File: config.mk
export PLATFORM = sky130hd
export DESIGN_NAME = stream_engine_window_decoder_top
export DESIGN_NICKNAME = d
export VERILOG_FILES = /design/src/hw/rtl/sewd_pkg.sv /design/src/hw/rtl/sewd_decode.sv /design/src/hw/rtl/stream_engine_window_decoder_top.sv
export VERILOG_INCLUDE_DIRS = /design/src /design/src/hw/rtl
export SDC_FILE = /design/constraint.sdc
export NUM_CORES = 1
export LEC_CHECK = 0
export BUFFER_PORTS_ARGS = -buffer_cell sky130_fd_sc_hd__buf_2
export CORE_UTILIZATION = 45
export CTS_CLUSTER_SIZE = 24
export DETAILED_ROUTE_END_ITERATION = 10
export GPL_ROUTABILITY_DRIVEN = 0
export GPL_TIMING_DRIVEN = 0
export MAX_ROUTING_LAYER = met4
export PLACE_DENSITY = 0.68
export SLEW_MARGIN = 20
export SYNTH_ARGS = -nofsm -noshare
export SYNTH_HDL_FRONTEND = slang
export SYNTH_HIERARCHICAL = 1
export SYNTH_SLANG_ARGS = --single-unit
File: constraint.sdc
create_clock -name i_clk -period 9.75 [get_ports i_clk]
set_input_delay 2.925 -clock i_clk [delete_from_list [all_inputs] [get_ports i_clk]]
set_output_delay 2.925 -clock i_clk [all_outputs]
set_load 0.02 [all_outputs]
File: src/hw/rtl/stream_engine_window_decoder_top_defines.svh
// Assertion macros for the stream engine window decoder.
// Used by the top level only; expects i_clk and i_rst_n in scope.
`ifndef STREAM_ENGINE_WINDOW_DECODER_TOP_DEFINES_SVH
`define STREAM_ENGINE_WINDOW_DECODER_TOP_DEFINES_SVH

// same-cycle implication, disabled during reset
`define SEWD_ASSERT_IMP(lbl, ante, cons) \
    lbl: assert property (@(posedge i_clk) disable iff (!i_rst_n) (ante) |-> (cons)) \
        else $error("sewd: same-cycle check failed");

// next-cycle implication, disabled during reset
`define SEWD_ASSERT_NXT(lbl, ante, cons) \
    lbl: assert property (@(posedge i_clk) disable iff (!i_rst_n) (ante) |=> (cons)) \
        else $error("sewd: next-cycle check failed");

`endif

File: src/hw/rtl/sewd_pkg.sv
// Types and fixed constants for the stream engine window decoder.
// No dependencies; used by sewd_decode and the top level.
package sewd_pkg;

    localparam int unsigned CHANNEL_W   = 5;
    localparam int unsigned OFFSET_W    = 20;
    localparam int unsigned COUNT_W     = 16;
    localparam int unsigned OUT_W       = 16;
    localparam int unsigned CHL_W       = 3;
    localparam int unsigned MEL_W       = 4;
    localparam int unsigned WIN_W       = 20;
    localparam int unsigned CFG_IDX_W   = 2;
    localparam int unsigned CFG_DATA_W  = 20;
    // internal offset width: covers every offset for any legal parameter set
    localparam int unsigned ADDR_W      = 32;

    localparam int unsigned MAP_TABLE_LIMIT  = 32768;
    localparam int unsigned QUEUE_ALIGN_MASK = 63;
    localparam int unsigned PAGE_WORD_GAP    = 8;

    localparam logic [CHL_W-1:0] CHL_MIN = 3'd3;
    localparam logic [CHL_W-1:0] CHL_MAX = 3'd5;
    localparam logic [MEL_W-1:0] MEL_MIN = 4'd3;
    localparam logic [MEL_W-1:0] MEL_MAX = 4'd10;

    localparam logic [CHL_W-1:0] CHL_RESET = 3'd3;
    localparam logic [MEL_W-1:0] MEL_RESET = 4'd3;
    localparam logic [WIN_W-1:0] WIN_RESET = 20'd65536;

    typedef enum logic [CFG_IDX_W-1:0] {
        CFG_CHANNEL_COUNT_LOG   = 2'd0,
        CFG_MAP_ENTRY_COUNT_LOG = 2'd1,
        CFG_WINDOW_SIZE         = 2'd2
    } t_cfg_index;

    typedef enum logic [1:0] {
        ST_OK      = 2'd0,
        ST_INVALID = 2'd1,
        ST_DENIED  = 2'd2
    } t_status;

    typedef enum logic [2:0] {
        RG_NONE    = 3'd0,
        RG_MAP     = 3'd1,
        RG_CONTROL = 3'd2,
        RG_BELOW   = 3'd3,
        RG_PAGE    = 3'd4
    } t_region;

    typedef struct packed {
        logic [CHL_W-1:0] channel_count_log;
        logic [MEL_W-1:0] map_entry_count_log;
        logic [WIN_W-1:0] window_size;
    } t_cfg;

    typedef struct packed {
        logic [CHANNEL_W-1:0] channel;
        logic [OFFSET_W-1:0]  offset;
        logic [COUNT_W-1:0]   byte_count;
        logic                 is_write;
    } t_req;

    typedef struct packed {
        t_status          status;
        t_region          region;
        logic             aggregate;
        logic [OUT_W-1:0] map_start;
        logic [OUT_W-1:0] map_end;
        logic [OUT_W-1:0] control_start;
        logic [OUT_W-1:0] page_word;
        logic [OUT_W-1:0] request_queue_start;
        logic [OUT_W-1:0] completion_queue_start;
        logic [OUT_W-1:0] request_head_tail;
        logic [OUT_W-1:0] completion_head_tail;
    } t_result;

endpackage

File: src/hw/rtl/sewd_decode.sv
// Combinational address-map decode and access check for one request.
// Depends on sewd_pkg.
module sewd_decode #(
    parameter int unsigned MAP_ENTRY_BYTES     = 32,
    parameter int unsigned SHARED_ENTRY_BYTES  = 16,
    parameter int unsigned CONTROL_BYTES       = 64,
    parameter int unsigned QUEUE_DEPTH         = 8,
    parameter int unsigned QUEUE_ELEMENT_BYTES = 32,
    parameter int unsigned HEAD_TAIL_BYTES     = 8
) (
    input  sewd_pkg::t_cfg    i_cfg,
    input  sewd_pkg::t_req    i_req,
    output sewd_pkg::t_result o_result
);

    localparam int unsigned AW        = sewd_pkg::ADDR_W;
    localparam int unsigned OW        = sewd_pkg::OUT_W;
    localparam int unsigned QPAIR     = 2 * QUEUE_DEPTH * QUEUE_ELEMENT_BYTES;
    localparam int unsigned QBYTES    = QUEUE_DEPTH * QUEUE_ELEMENT_BYTES;
    localparam int unsigned HTPAIR    = 2 * HEAD_TAIL_BYTES;

    logic [sewd_pkg::CHL_W-1:0] chl;
    logic [sewd_pkg::MEL_W-1:0] mel;
    logic [4:0]    map_sh;
    logic [AW-1:0] ch, chn, ofs, ofs_end, cnt;
    logic [AW-1:0] mstart, mend, cbase, cstart, cend, page, qbase, htbase;
    logic [AW-1:0] rq, cq, rht, cht;
    logic          agg, bad, in_map, in_ctl, below, at_page, cnt4;
    sewd_pkg::t_region region;

    always_comb begin
        if (i_cfg.channel_count_log < sewd_pkg::CHL_MIN) begin
            chl = sewd_pkg::CHL_MIN;
        end else if (i_cfg.channel_count_log > sewd_pkg::CHL_MAX) begin
            chl = sewd_pkg::CHL_MAX;
        end else begin
            chl = i_cfg.channel_count_log;
        end
        if (i_cfg.map_entry_count_log < sewd_pkg::MEL_MIN) begin
            mel = sewd_pkg::MEL_MIN;
        end else if (i_cfg.map_entry_count_log > sewd_pkg::MEL_MAX) begin
            mel = sewd_pkg::MEL_MAX;
        end else begin
            mel = i_cfg.map_entry_count_log;
        end
    end

    assign map_sh  = 5'(chl) + 5'(mel);
    assign ch      = AW'(i_req.channel);
    assign chn     = AW'(1) << chl;
    assign ofs     = AW'(i_req.offset);
    assign cnt     = AW'(i_req.byte_count);
    assign ofs_end = ofs + cnt;

    // entry counts are powers of two, so every table size is a shift
    assign agg    = (AW'(MAP_ENTRY_BYTES) << map_sh) > AW'(sewd_pkg::MAP_TABLE_LIMIT);
    assign mstart = agg ? '0 : ((AW'(MAP_ENTRY_BYTES) * ch) << mel);
    assign mend   = agg ? (AW'(SHARED_ENTRY_BYTES) << mel)
                        : ((AW'(MAP_ENTRY_BYTES) * (ch + AW'(1))) << mel);
    assign cbase  = agg ? (AW'(SHARED_ENTRY_BYTES) << mel)
                        : (AW'(MAP_ENTRY_BYTES) << map_sh);
    assign cstart = cbase + AW'(CONTROL_BYTES) * ch;
    assign cend   = cstart + AW'(CONTROL_BYTES);
    assign page   = cbase + (AW'(CONTROL_BYTES) << chl) + AW'(sewd_pkg::PAGE_WORD_GAP);

    assign qbase  = (page + AW'(sewd_pkg::QUEUE_ALIGN_MASK))
                    & ~AW'(sewd_pkg::QUEUE_ALIGN_MASK);
    assign htbase = qbase + (AW'(QPAIR) << chl);
    assign rq     = qbase + AW'(QPAIR) * ch;
    assign cq     = rq + AW'(QBYTES);
    assign rht    = htbase + AW'(HTPAIR) * ch;
    assign cht    = rht + AW'(HEAD_TAIL_BYTES);

    assign cnt4    = (i_req.byte_count == sewd_pkg::COUNT_W'(4));
    assign bad     = (ofs_end > AW'(i_cfg.window_size)) || (i_req.byte_count[1:0] != 2'd0)
                     || (ch >= chn);
    assign in_map  = (mstart <= ofs) && (ofs_end <= mend);
    assign in_ctl  = (cstart <= ofs) && (ofs_end <= cend);
    assign below   = cnt4 && (ofs == page - AW'(sewd_pkg::PAGE_WORD_GAP));
    assign at_page = cnt4 && (ofs == page);

    // first match wins; writes only reach the control block and the word below
    always_comb begin
        region = sewd_pkg::RG_NONE;
        if (!bad) begin
            if (!i_req.is_write && in_map) begin
                region = sewd_pkg::RG_MAP;
            end else if (in_ctl) begin
                region = sewd_pkg::RG_CONTROL;
            end else if (below) begin
                region = sewd_pkg::RG_BELOW;
            end else if (!i_req.is_write && at_page) begin
                region = sewd_pkg::RG_PAGE;
            end
        end
    end

    always_comb begin
        if (bad) begin
            o_result.status = sewd_pkg::ST_INVALID;
        end else if (region == sewd_pkg::RG_NONE) begin
            o_result.status = sewd_pkg::ST_DENIED;
        end else begin
            o_result.status = sewd_pkg::ST_OK;
        end
        o_result.region                 = region;
        o_result.aggregate              = agg;
        o_result.map_start              = mstart[OW-1:0];
        o_result.map_end                = mend[OW-1:0];
        o_result.control_start          = cstart[OW-1:0];
        o_result.page_word              = page[OW-1:0];
        o_result.request_queue_start    = rq[OW-1:0];
        o_result.completion_queue_start = cq[OW-1:0];
        o_result.request_head_tail      = rht[OW-1:0];
        o_result.completion_head_tail   = cht[OW-1:0];
    end

endmodule

File: src/hw/rtl/stream_engine_window_decoder_top.sv
// A result passes through the input register, then decode into the result
// register. Throughput: one request per cycle, set by the single decode stage
// between the two registers; the pipeline only holds when the result side
// stalls. Reset clears both stage valids and loads channel_count_log 3,
// map_entry_count_log 3, window_size 65536.
// Depends on sewd_pkg, sewd_decode and the defines header.
`include "stream_engine_window_decoder_top_defines.svh"

module stream_engine_window_decoder_top #(
    parameter int unsigned MAP_ENTRY_BYTES     = 32,
    parameter int unsigned SHARED_ENTRY_BYTES  = 16,
    parameter int unsigned CONTROL_BYTES       = 64,
    parameter int unsigned QUEUE_DEPTH         = 8,
    parameter int unsigned QUEUE_ELEMENT_BYTES = 32,
    parameter int unsigned HEAD_TAIL_BYTES     = 8
) (
    input  logic                                i_clk,
    input  logic                                i_rst_n,

    input  logic                                i_cfg_valid,
    output logic                                o_cfg_ready,
    input  logic [sewd_pkg::CFG_IDX_W-1:0]      i_cfg_index,
    input  logic [sewd_pkg::CFG_DATA_W-1:0]     i_cfg_data,

    input  logic                                i_in_valid,
    output logic                                o_in_ready,
    input  logic [sewd_pkg::CHANNEL_W-1:0]      i_channel,
    input  logic [sewd_pkg::OFFSET_W-1:0]       i_offset,
    input  logic [sewd_pkg::COUNT_W-1:0]        i_byte_count,
    input  logic                                i_is_write,

    output logic                                o_out_valid,
    input  logic                                i_out_ready,
    output logic [1:0]                          o_status,
    output logic [2:0]                          o_region,
    output logic                                o_aggregate,
    output logic [sewd_pkg::OUT_W-1:0]          o_map_start,
    output logic [sewd_pkg::OUT_W-1:0]          o_map_end,
    output logic [sewd_pkg::OUT_W-1:0]          o_control_start,
    output logic [sewd_pkg::OUT_W-1:0]          o_page_word,
    output logic [sewd_pkg::OUT_W-1:0]          o_request_queue_start,
    output logic [sewd_pkg::OUT_W-1:0]          o_completion_queue_start,
    output logic [sewd_pkg::OUT_W-1:0]          o_request_head_tail,
    output logic [sewd_pkg::OUT_W-1:0]          o_completion_head_tail
);

    sewd_pkg::t_cfg    r_cfg, n_cfg;
    sewd_pkg::t_req    r_req;
    sewd_pkg::t_result r_res;
    sewd_pkg::t_result dec_res;
    logic              r_v1, r_v2;
    logic              adv2, adv1;

    // config port never stalls
    assign o_cfg_ready = 1'b1;

    always_comb begin
        n_cfg = r_cfg;
        if (i_cfg_valid) begin
            case (sewd_pkg::t_cfg_index'(i_cfg_index))
                sewd_pkg::CFG_CHANNEL_COUNT_LOG: begin
                    n_cfg.channel_count_log = i_cfg_data[sewd_pkg::CHL_W-1:0];
                end
                sewd_pkg::CFG_MAP_ENTRY_COUNT_LOG: begin
                    n_cfg.map_entry_count_log = i_cfg_data[sewd_pkg::MEL_W-1:0];
                end
                sewd_pkg::CFG_WINDOW_SIZE: begin
                    n_cfg.window_size = i_cfg_data[sewd_pkg::WIN_W-1:0];
                end
                default: begin
                    n_cfg = r_cfg;
                end
            endcase
        end
    end

    always_ff @(posedge i_clk) begin
        if (!i_rst_n) begin
            r_cfg.channel_count_log   <= sewd_pkg::CHL_RESET;
            r_cfg.map_entry_count_log <= sewd_pkg::MEL_RESET;
            r_cfg.window_size         <= sewd_pkg::WIN_RESET;
        end else begin
            r_cfg <= n_cfg;
        end
    end

    // stage 2 moves when empty or its result is taken; stage 1 moves into it
    assign adv2       = !r_v2 || i_out_ready;
    assign adv1       = !r_v1 || adv2;
    assign o_in_ready = adv1;

    always_ff @(posedge i_clk) begin
        if (!i_rst_n) begin
            r_v1 <= 1'b0;
            r_v2 <= 1'b0;
        end else begin
            if (adv1) begin
                r_v1 <= i_in_valid;
            end
            if (adv2) begin
                r_v2 <= r_v1;
            end
        end
    end

    always_ff @(posedge i_clk) begin
        if (adv1 && i_in_valid) begin
            r_req.channel    <= i_channel;
            r_req.offset     <= i_offset;
            r_req.byte_count <= i_byte_count;
            r_req.is_write   <= i_is_write;
        end
        if (adv2 && r_v1) begin
            r_res <= dec_res;
        end
    end

    sewd_decode #(
        .MAP_ENTRY_BYTES     (MAP_ENTRY_BYTES),
        .SHARED_ENTRY_BYTES  (SHARED_ENTRY_BYTES),
        .CONTROL_BYTES       (CONTROL_BYTES),
        .QUEUE_DEPTH         (QUEUE_DEPTH),
        .QUEUE_ELEMENT_BYTES (QUEUE_ELEMENT_BYTES),
        .HEAD_TAIL_BYTES     (HEAD_TAIL_BYTES)
    ) u_decode (
        .i_cfg    (r_cfg),
        .i_req    (r_req),
        .o_result (dec_res)
    );

    assign o_out_valid              = r_v2;
    assign o_status                 = r_res.status;
    assign o_region                 = r_res.region;
    assign o_aggregate              = r_res.aggregate;
    assign o_map_start              = r_res.map_start;
    assign o_map_end                = r_res.map_end;
    assign o_control_start          = r_res.control_start;
    assign o_page_word              = r_res.page_word;
    assign o_request_queue_start    = r_res.request_queue_start;
    assign o_completion_queue_start = r_res.completion_queue_start;
    assign o_request_head_tail      = r_res.request_head_tail;
    assign o_completion_head_tail   = r_res.completion_head_tail;

    // allowed accesses always name a region, denied ones never do
    `SEWD_ASSERT_IMP(a_ok_has_region, o_out_valid && (r_res.status == sewd_pkg::ST_OK), r_res.region != sewd_pkg::RG_NONE)
    `SEWD_ASSERT_IMP(a_deny_no_region, o_out_valid && (r_res.status != sewd_pkg::ST_OK), r_res.region == sewd_pkg::RG_NONE)
    // shared table starts at zero for every channel
    `SEWD_ASSERT_IMP(a_agg_map_zero, o_out_valid && r_res.aggregate, r_res.map_start == '0)
    // a transfer always lands in the input stage
    `SEWD_ASSERT_NXT(a_in_lands, i_in_valid && o_in_ready, r_v1)

endmodule
* Yosys cells after proc, flatten, opt, wreduce, memory -nomap -nowiden *
Cells that the tools add are included.

word-level totals
  bits in registers = 205
  bits in latches = 0
  bits in writable memories = 0
  memory bits (read-only) = 0
  input port bits = 69
  output and inout bits = 137
  word-level logic and storage cells = 91
  memories kept = 0

operators by class
  add/sub/neg operators = 14
  $mul = 0
  div/mod/pow operators = 0
  $lt $le $gt $ge = 11
  eq/ne operators = 5
  shifts and indexed selects = 7
  mux-type cells = 13
  bitwise gates (word level) = 0
  reductions and logical operators = 21

operators with widths
  operator                                               count
  two-way mux 32 bit                                     3
  == test 20 x 32 -> 1 bit                               2
  less-or-equal comparator 32 x 20 -> 1 bit              2
  less-or-equal comparator 32 bit                        2
  adder 32 x 11 -> 32 bit                                1
  adder 32 bit                                           1
  adder 32 x 4 -> 32 bit (second input constant)         1
  adder 32 x 7 -> 32 bit (second input constant)         1
  greater-or-equal comparator 5 x 32 -> 1 bit            1
  > comparator 32 x 16 -> 1 bit (second input constant)  1
  > comparator 32 x 20 -> 1 bit                          1
  << shifter 1 x 3 -> 32 bit (first input constant)      1
  << shifter 10 x 4 -> 32 bit                            1
  << shifter 32 x 4 -> 32 bit                            1
  << shifter 5 x 4 -> 32 bit (first input constant)      1
  << shifter 6 x 5 -> 32 bit (first input constant)      1
  << shifter 7 x 3 -> 32 bit (first input constant)      1
  subtractor 32 x 4 -> 32 bit (second input constant)    1
  adder 20 x 16 -> 21 bit                                1
  two-way mux 3 bit                                      7
  adder 16 x 14 -> 16 bit                                1
  adder 16 bit                                           1
  adder 16 x 4 -> 16 bit (second input constant)         1
  adder 16 x 6 -> 16 bit (second input constant)         1
  21 further kinds                                       36

* Depth between registers and ports, before layout *
Gate-level depths: netlist (run 1).

  word-level depth = 19
  gate-level depth with buffers = 34
  mapped depth without buffers = 31

* Cells and area by module *
The synthesis (run 1) kept the hierarchy.

modules (own cells, without submodules)
  module                            instances  cells an instance  area an instance (µm²)  sequential area each (µm²)
  sewd_decode                       1          898                6592.6                  0.0
  stream_engine_window_decoder_top  1          302                6461.2                  5865.6

* Least setup slack after synthesis (run 1) *
Ideal clock, no wire load.

  path type = input port to flip-flop
  from = in i_out_ready
  to = reg r_res, in the netlist o_aggregate, enable pin
  setup time = 645 ps
  arrival time = 8915 ps
  setup slack = 190 ps
  stages = 2
  buffers on the path = 0
  cell sequence = nor2b_1 -> nor2b_1

between the ends
  cells in the longest elaborated chain, start to end = 2

ends and longest elaborated chain
  element               RTL line                                 RTL
  from (decl)           stream_engine_window_decoder_top.sv:33   input logic i_out_ready,
  logical OR 1 bit      stream_engine_window_decoder_top.sv:88   assign adv2 = !r_v2 || i_out_ready;
  logical AND 1 bit     stream_engine_window_decoder_top.sv:113  if (adv2 && r_v1) begin
  to (signal assigned)  stream_engine_window_decoder_top.sv:114  r_res <= dec_res;
  to (decl)             stream_engine_window_decoder_top.sv:49   sewd_pkg::t_result r_res;

No other way between the ends.
A chain may end at the register's enable or synchronous reset.

==> results of run 1 <==
registers in the layout, summed over array words and instances, names as in the netlist, 2 cells and up:
signal,flops
r_req,42
r_cfg,27
o_completion_head_tail,16
o_completion_queue_start,16
o_control_start,16
o_map_end,16
o_map_start,16
o_page_word,16
o_request_head_tail,16
o_request_queue_start,16
o_region,3
o_status,2
worst paths after layout:
kind                             endpoint  cells past startpoint  slack, ns  startpoint
setup / recovery  o_request_head_tail[15]                     29       1.64   r_cfg[23]
hold / removal                  r_cfg[10]                      2       0.46   r_cfg[10]
setup reg to reg  o_request_head_tail[15]                     29       1.64   r_cfg[23]
hold reg to reg                 r_cfg[10]                      2       0.46   r_cfg[10]
logic make-up (layout without fill, tap and decap cells):
logic type	Yosys count	count (layout)	share of synthesized area
multiplexers	38	38	0.0298
XOR/XNOR	71	71	0.0510
flip-flops	205	205	0.449
AND/OR/NAND/NOR	311	311	0.118
other	3	73	0.000863
AO/OA/AOI/OAI	235	235	0.122
buffers and inverters	176	425	0.0705
adder cells (fa/ha/maj)	161	161	0.158
layout by cell type (no fill, tap or decap), types with 5 or more instances in the layout:
cell	instances
conb_1	72
a21o_1	32
inv_1	83
a31oi_1	7
nand3_1	16
o21bai_1	8
and2_1	5
buf_4	67
o22ai_1	5
a211oi_1	13
a21oi_1	62
xor2_1	20
nand2b_1	9
dfxtp_1	29
fa_1	6
edfxtp_1	176
nor4_1	7
ha_1	155
buf_2	210
nand4_1	28
clkbuf_1	20
clkbuf_16	23
mux2i_1	34
nor2b_1	23
nor3_1	18
or2_2	5
o31ai_1	7
nand2_1	96
o211ai_1	7
o21a_1	8
nor2_1	67
o21ai_0	39
xnor2_1	46
and3_1	12
Yosys cell counts, drive strengths merged, types with 8 or more instances:
master	number
a211oi	14
a21o	32
a21oi	65
a31oi	8
and3	14
buf	76
clkbuf	14
dfxtp	29
edfxtp	176
ha	155
inv	85
mux2i	34
nand2	96
nand2b	9
nand3	16
nand4	28
nor2	67
nor2b	24
nor3	19
o21a	8
o21ai	42
o21bai	8
xnor2	49
xor2	21
per-layer routing:
metal | part of all wire | GRT usage | vias to the layer above
met4 | 0.030 | 0.0643 | 0
met3 | 0.066 | 0.0309 | 54
met5 | 0 | - | -
met1 | 0.44 | 0.267 | 4431
li1 | - | - | 4874
met2 | 0.47 | 0.354 | 371
area by class of cell:
| cell class | instances | area (µm²) |
|---|---|---|
| inverters | 86 | 323 |
| well taps | 378 | 473 |
| clock buffers | 29 | 598 |
| repair buffers | 209 | 1160 |
| fillers | 2495 | 12500 |
| plain buffers | 90 | 598 |
| flip-flops and latches | 205 | 5870 |
| clock inverters | 11 | 101 |
| multi-input cells | 888 | 6550 |
| diodes | 1 | 2.50 |
worst reg2reg max path, delay by kind of cell, from the launching register on:
kind | cells | cell delay, ns
buf+inv | 5 | 1.31
fa+ha+maj | 6 | 2.46
flops | 1 | 0.46
simple gates | 4 | 0.43
xor+xnor | 4 | 1.12
compound gates | 10 | 2.08
stage by stage:
step                setup TNS [ns]  utilization  total power [µW]  cells  setup slack, ns
CTS                              0        0.556              2560   1896             1.76
finish                           0        0.556              2540   1897             1.64
detailed placement               0        0.531              1760   1856             1.80
global placement           -289.80        0.526              1740   1850            -2.19
floorplan                        0            -              1570   1269            0.190
global route                     0        0.556              2680   1897             1.13
report_power, final:
group | switching, µW | internal, µW
combinational | 399 | 283
clock | 332 | 463
sequential | 27.8 | 1040
==> out/qor.yml, run 1 <==
cells_and_area:
  nets: 1732
  syn_to_final_growth_pct: 20.0
  drive_above_1_share: 0.227
  stdcell_area_um2: 15700
clocking:
  numCtsBuffers: 22
  htreeDepth: 1
  cts_setup_buffers: 0
  clock-sinks: 205
  cts_tree: "built"
  clk_path_buf_depth: 3
  path_clk_slew_ns: 0.07
  root_buffer: "clkbuf_16"
  post_cts_resized: 0
  hold_buffers: 0
  clock_latency_ns: 0.52
placed_design:
  dp_hpwl_um: 24700
  port_buffers: 203
  placed_area_um2: 15000
timing:
  max_slew_margin: 0.396
  fmax_mhz: 123
  hold_viol: 0
  timing.hold.ws_ns: 0.456
  fin_crit_ns: 8.11
  setup_viol: 0
  max_slew.worst_pin.slew_ns: 0.897
  finalClockSkew_ns: 0.0146
  rsz0062_at_grt: "no"
  slew_viol_final: 0
  post-route-period-util: 0.832
synthesis:
  syn_avg_cell_area_um2: 10.9
  ys_async_sr_fraction: 0
  netlist_top_cells_area: "edfxtp_1, ha_1, dfxtp_1"
  ys_types: 81
  yosys_warnings: 6
  ys_ff_latch: 205
  synth_area_um2: 13100
  synth_enable_flop_cells: 176
  synthDominantCellAreaShare: 0.405
  synth_top_cell_by_area: "edfxtp_1"
  syn_inst: 1200
  ys_seq_area_frac: 0.449
  ys.flop_type: "edfxtp_1"
worst_setup_path:
  cp_max_fo: 11
  critical-path-max-stage-delay_ns: 0.56
  start_kind: "flop"
  cp-end-kind: "flop"
  arrival_ns: 8.39
  worst_ep_required_time_ns: 10.02
  path_buf_inv: 5
  slowest_stage: "fa_1"
  critical-path-top-delay-family: "adder cells"
  critical_path_class: "flop to flop"
power_and_ir_drop:
  leakagePower_uw: 0.00688
  power_density_nw_per_um2: 162
  ir_drop_mv: 0.183
floorplanning:
  io_pins: 206
  die_h_um: 172
  start_util: 0.464
  num_rows: 61
  die_x_um: 172
  coreArea_um2: 28200
  die-area_um2: 29700
drt:
  via_count: 9730
  wirelength_um: 30800
  drt_first_pass_iters: 5
  wire_per_inst_um: 16.2
  drt-initial-drc-count: 806
  vias_per_cell: 5.13
  antenna_left: 0
  drc: 0
global_route:
  grt_pass1_wl_um: 47100
  grt_pass1_vias: 9100
  grt_usage: 0.213
  grt_max_degree: 33
  gr-total-overflow: 0
  antenna_found_initial: 1
outcome:
  status: "complete, no violations"
job:
  maxCapViolCount: 0
hold_path:
  hold_class: "flop to flop"
(Power assumes the default switching activity.)
==> run 2: changes to the inputs <==
--- a/config.mk
+++ b/config.mk
@@ -13,7 +13,7 @@
 export GPL_ROUTABILITY_DRIVEN = 0
 export GPL_TIMING_DRIVEN = 0
 export MAX_ROUTING_LAYER = met4
-export PLACE_DENSITY = 0.68
+export PLACE_DENSITY = 0.66
 export SLEW_MARGIN = 20
 export SYNTH_ARGS = -nofsm -noshare
 export SYNTH_HDL_FRONTEND = slang
==> constraint.sdc (replaced) <==
create_clock -name i_clk -period 7.58 [get_ports i_clk]
set_input_delay 2.274 -clock i_clk [delete_from_list [all_inputs] [get_ports i_clk]]
set_output_delay 2.274 -clock i_clk [all_outputs]
set_load 0.02 [all_outputs]
==> run 2 against run 1 <==
Effect of this change: worst setup slack got worse by 1.2 ns; global-route usage increased by 0.35 points; cell area increased by 0.79%; sequential power increased by 28%; clock-buffer cell count increased by 2; critical path depth increased by 1; largest cell class unchanged.
==> out/qor.yml, run 2 (same netlist as run 1, synthesis figures left out) <==
cells_and_area:
  num_antenna_cells: 0
  largest_register_ffs: 42
  drive_above_1_share: 0.241
  syn_to_final_growth_pct: 21.0
  fill_cells: 2445
  layout_common_cells: "buf_2, edfxtp_1, ha_1"
  instances_no_fill: 1894
  nets: 1732
  final_common_cell: "buf_2"
  reg_top3: "r_req: 42 flops, r_cfg: 27 flops"
  stdcell_area_um2: 15800
  largest_register: "r_req"
floorplanning:
  start_util: 0.464
  io_pins: 206
  die_h_um: 172
  die_x_um: 172
  die-area_um2: 29700
  num_rows: 61
  coreArea_um2: 28200
power_and_ir_drop:
  power_density_nw_per_um2: 208
  leakagePower_uw: 0.00693
  ir_drop_mv: 0.163
timing:
  fin_crit_ns: 7.19
  max_slew_margin: 0.428
  fmax_mhz: 139
  hold_viol: 0
  max_slew.worst_pin.slew_ns: 0.850
  slew_viol_final: 0
  post-route-period-util: 0.949
  setup_viol: 0
  finalClockSkew_ns: 0.0156
placed_design:
  placed_area_um2: 15000
  place_inst: 1856
  dp_hpwl_um: 24700
  port_buffers: 203
worst_setup_path:
  path_buf_inv: 3
  cp-end-kind: "flop"
  cp_max_fo: 10
  critical_path_class: "flop to flop"
  worst_ep_required_time_ns: 7.83
  slowest_stage: "fa_2"
  arrival_ns: 7.45
  start_kind: "flop"
  critical-path-max-stage-delay_ns: 0.39
  critical-path-top-delay-family: "compound AO/OA/AOI/OAI gates"
hold_path:
  hold_class: "flop to flop"
drt:
  via_count: 9725
  drc: 0
  vias_per_cell: 5.13
  drt_first_pass_iters: 6
  drt-initial-drc-count: 713
  wirelength_um: 30700
  antenna_left: 0
  wire_per_inst_um: 16.2
global_route:
  grt_pass1_vias: 9278
  gr-total-overflow: 0
  antenna_found_initial: 0
  grt_pass1_wl_um: 48000
  grt_max_degree: 33
  grt_usage: 0.216
clocking:
  clock-sinks: 205
  clock_latency_ns: 0.50
  path_clk_slew_ns: 0.06
  hold_buffers: 0
  numCtsBuffers: 22
  cts_tree: "built"
  htreeDepth: 1
  clk_path_buf_depth: 3
  root_buffer: "clkbuf_16"
job:
  maxCapViolCount: 0
outcome:
  status: "complete, no violations"
## run 2: metrics by stage
stage,util,worst slack [ns],setup TNS [ns],hold WS (ns),power [µW]
global placement,0.526,-0.374,-16.08,0.445,2230
finish,0.561,0.386,0,0.456,3290
detailed placement,0.531,-0.411,-1.16,0.449,2260
global route,0.561,-0.00812,-0.00812,0.475,3470
CTS,0.557,0.0218,0,0.459,3310
floorplan,-,0.869,0,0.435,2020
## run 2: what timing repair did
action,CTS,global route
resized for setup,7,21
pin swaps,0,2
setup endpoints to repair,8,11
setup buffers,0,1
## run 2: cell type report
cell class,count,area [µm²],share of cell area
Timing Repair Buffer,210,1160,0.0734
Multi-Input combinational cell,888,6650,0.421
Sequential cell,205,5870,0.372
Tap cell,378,473,0.0300
Buffer,89,608,0.0385
Clock buffer,31,668,0.0423
Clock inverter,7,40.0,0.00254
Inverter,86,325,0.0206
## run 2: final timing paths
check	startpoint	endpoint	slack [ns]	cells past startpoint
worst min register to register	r_cfg[4]	r_cfg[4]	0.46	2
worst min-delay path	r_cfg[4]	r_cfg[4]	0.46	2
worst max register to register	r_cfg[21]	o_region[0]	0.39	30
worst max-delay path	r_cfg[21]	o_region[0]	0.39	30
## run 2: per-layer routing
layer / vias up / global-route usage / routed length, µm
met2: 370 / 0.353 / 13900
met5: - / - / 0
met4: 0 / 0.0808 / 1200
met3: 72 / 0.0323 / 2160
li1: 4856 / - / -
met1: 4427 / 0.271 / 13400
## run 2: worst min-delay path: stages, from the launching register on
cell and delay [ns]:
dfxtp_1 0.31, nand2_1 0.05, mux2i_1 0.05
## run 2: power by group
part	switching [µW]	internal, µW	total (µW)	leakage, µW
registers	35.3	1340	1370	0.00190
logic	517	372	889	0.00468
clock network	413	613	1030	0.000341
total	965	2320	3290	0.00693
==> run 3: changes to the inputs <==
--- a/config.mk
+++ b/config.mk
@@ -13,7 +13,7 @@
 export GPL_ROUTABILITY_DRIVEN = 0
 export GPL_TIMING_DRIVEN = 0
 export MAX_ROUTING_LAYER = met4
-export PLACE_DENSITY = 0.66
+export PLACE_DENSITY = 0.65
 export SLEW_MARGIN = 20
 export SYNTH_ARGS = -nofsm -noshare
 export SYNTH_HDL_FRONTEND = slang
==> run 3 against run 2 <==
Effect of this change: cell area decreased by 0.36%; via count grew 0.39%; power decreased by 0.35%; highest routed layer unchanged; critical endpoint is now o_request_head_tail[15]; global-route usage grew 0.23 points; sequential cell count unchanged; combinational power about the same; worst hold slack better by 0.0016 ns; final cell count is 0.11% lower; core utilization shrank 0.20 points; clock skew down 0.0081 ns; sequential power about the same.
==> out/qor.yml, run 3 (same netlist as run 1, synthesis figures left out) <==
timing:
  finalClockSkew_ns: 0.00750
  hold_viol: 0
  timing.hold.ws_ns: 0.457
  max_slew_margin: 0.377
  post-route-period-util: 0.952
  slew_viol_final: 0
  fin_crit_ns: 7.22
  max_slew.worst_pin.slew_ns: 0.926
  fmax_mhz: 139
  setup_viol: 0
worst_setup_path:
  start_kind: "flop"
  reg2regPathDepth: 31
  cp_max_fo: 10
  critical-path-max-stage-delay_ns: 0.45
  critical-path-top-delay-family: "adder cells"
  critical_path_class: "flop to flop"
  path_buf_inv: 5
  slowest_stage: "ha_1"
  path_common_cell: "ha_1"
  crit_cells: 31
  worst_ep_required_time_ns: 7.86
  cp-end-kind: "flop"
  arrival_ns: 7.50
clocking:
  clock_latency_ns: 0.52
  clk_path_buf_depth: 3
  path_clk_slew_ns: 0.06
  cts_tree: "built"
  clock-sinks: 205
  numCtsBuffers: 22
  root_buffer: "clkbuf_16"
  htreeDepth: 1
global_route:
  gr-total-overflow: 0
  antenna_found_initial: 0
  grt_max_degree: 32
  grt_pass1_wl_um: 48700
  grt_pass1_vias: 9385
  grt_usage: 0.219
drt:
  vias_per_cell: 5.16
  wirelength_um: 31200
  wire_per_inst_um: 16.5
  antenna_left: 0
  drt_first_pass_iters: 5
  drc: 0
  via_count: 9763
  drt-initial-drc-count: 729
power_and_ir_drop:
  ir_drop_mv: 0.182
  leakagePower_uw: 0.00690
  finalPower_uw: 3280
  power_density_nw_per_um2: 208
cells_and_area:
  reg_top3: "r_req: 42 flops, r_cfg: 27 flops"
  regArea_um2: 5870
  final_common_cell: "buf_2"
  fill_cells: 2446
  syn_to_final_growth_pct: 20.5
  largest_register_ffs: 42
  largest_register: "r_req"
  nets: 1732
  multi_input_area_um2: 6620
  layout_common_cells: "buf_2, edfxtp_1, ha_1"
  drive_above_1_share: 0.239
  num_antenna_cells: 0
floorplanning:
  num_rows: 61
  io_pins: 206
  die-area_um2: 29700
  start_util: 0.464
  coreArea_um2: 28200
  die_x_um: 172
  die_h_um: 172
job:
  maxCapViolCount: 0
placed_design:
  port_buffers: 203
  dp_hpwl_um: 25000
outcome:
  status: "complete, no violations"
hold_path:
  worstHoldPathCells: 2
  hold_class: "flop to flop"
==> run 3: cell type report <==
type | count | area share
plain buffers | 89 | 0.0385
clock buffers | 26 | 0.0360
clock inverters | 10 | 0.00716
inverters | 86 | 0.0205
multi-input cells | 888 | 0.421
flip-flops and latches | 205 | 0.373
well taps | 378 | 0.0301
repair buffers | 210 | 0.0741
==> run 3: tightest hold or removal path, delay by kind of cell, from the launching register on <==
family | cells | cell delay [ns]
flip-flops | 1 | 0.31
AND/OR/NAND/NOR | 1 | 0.05
multiplexers | 1 | 0.05
==> run 3: worst paths after layout <==
check,startpoint,end,slack [ns]
worst max-delay path,r_cfg[21],o_request_head_tail[15],0.36
worst max register to register,r_cfg[21],o_request_head_tail[15],0.36
worst min-delay path,r_cfg[10],r_cfg[10],0.46
worst min register to register,r_cfg[10],r_cfg[10],0.46
==> run 3: report_power, final <==
group / total [µW] / switching, µW / internal (µW)
registers: 1370 / 34.7 / 1340
logic: 891 / 521 / 370
clock network: 1010 / 414 / 598
total: 3280 / 970 / 2310
==> run 3: per-layer routing <==
metal	track usage	vias up	share of wire
met4	0.0889	0	0.045
met5	-	-	0
met2	0.359	378	0.46
met1	0.271	4453	0.43
li1	-	4853	-
met3	0.0314	79	0.066
==> run 3: what timing repair did <==
action,in CTS,in global routing
endpoints found under the setup margin,7,10
buffers inserted,0,1
gates resized for setup,5,18
hold buffers,0,0
==> run 3: stage by stage <==
step / setup WS [ns] / instance area [µm²] / instances / utilization / TNS, ns
final: 0.360 / 15700 / 1892 / 0.559 / 0
after CTS: 0.00307 / 15700 / 1891 / 0.556 / 0
after floorplan: 0.869 / 13300 / 1269 / - / 0
after detailed placement: -0.388 / 15000 / 1856 / 0.531 / -0.988
after global routing: -0.0257 / 15700 / 1892 / 0.559 / -0.0257
after global placement: -0.370 / 14800 / 1850 / 0.526 / -31.59
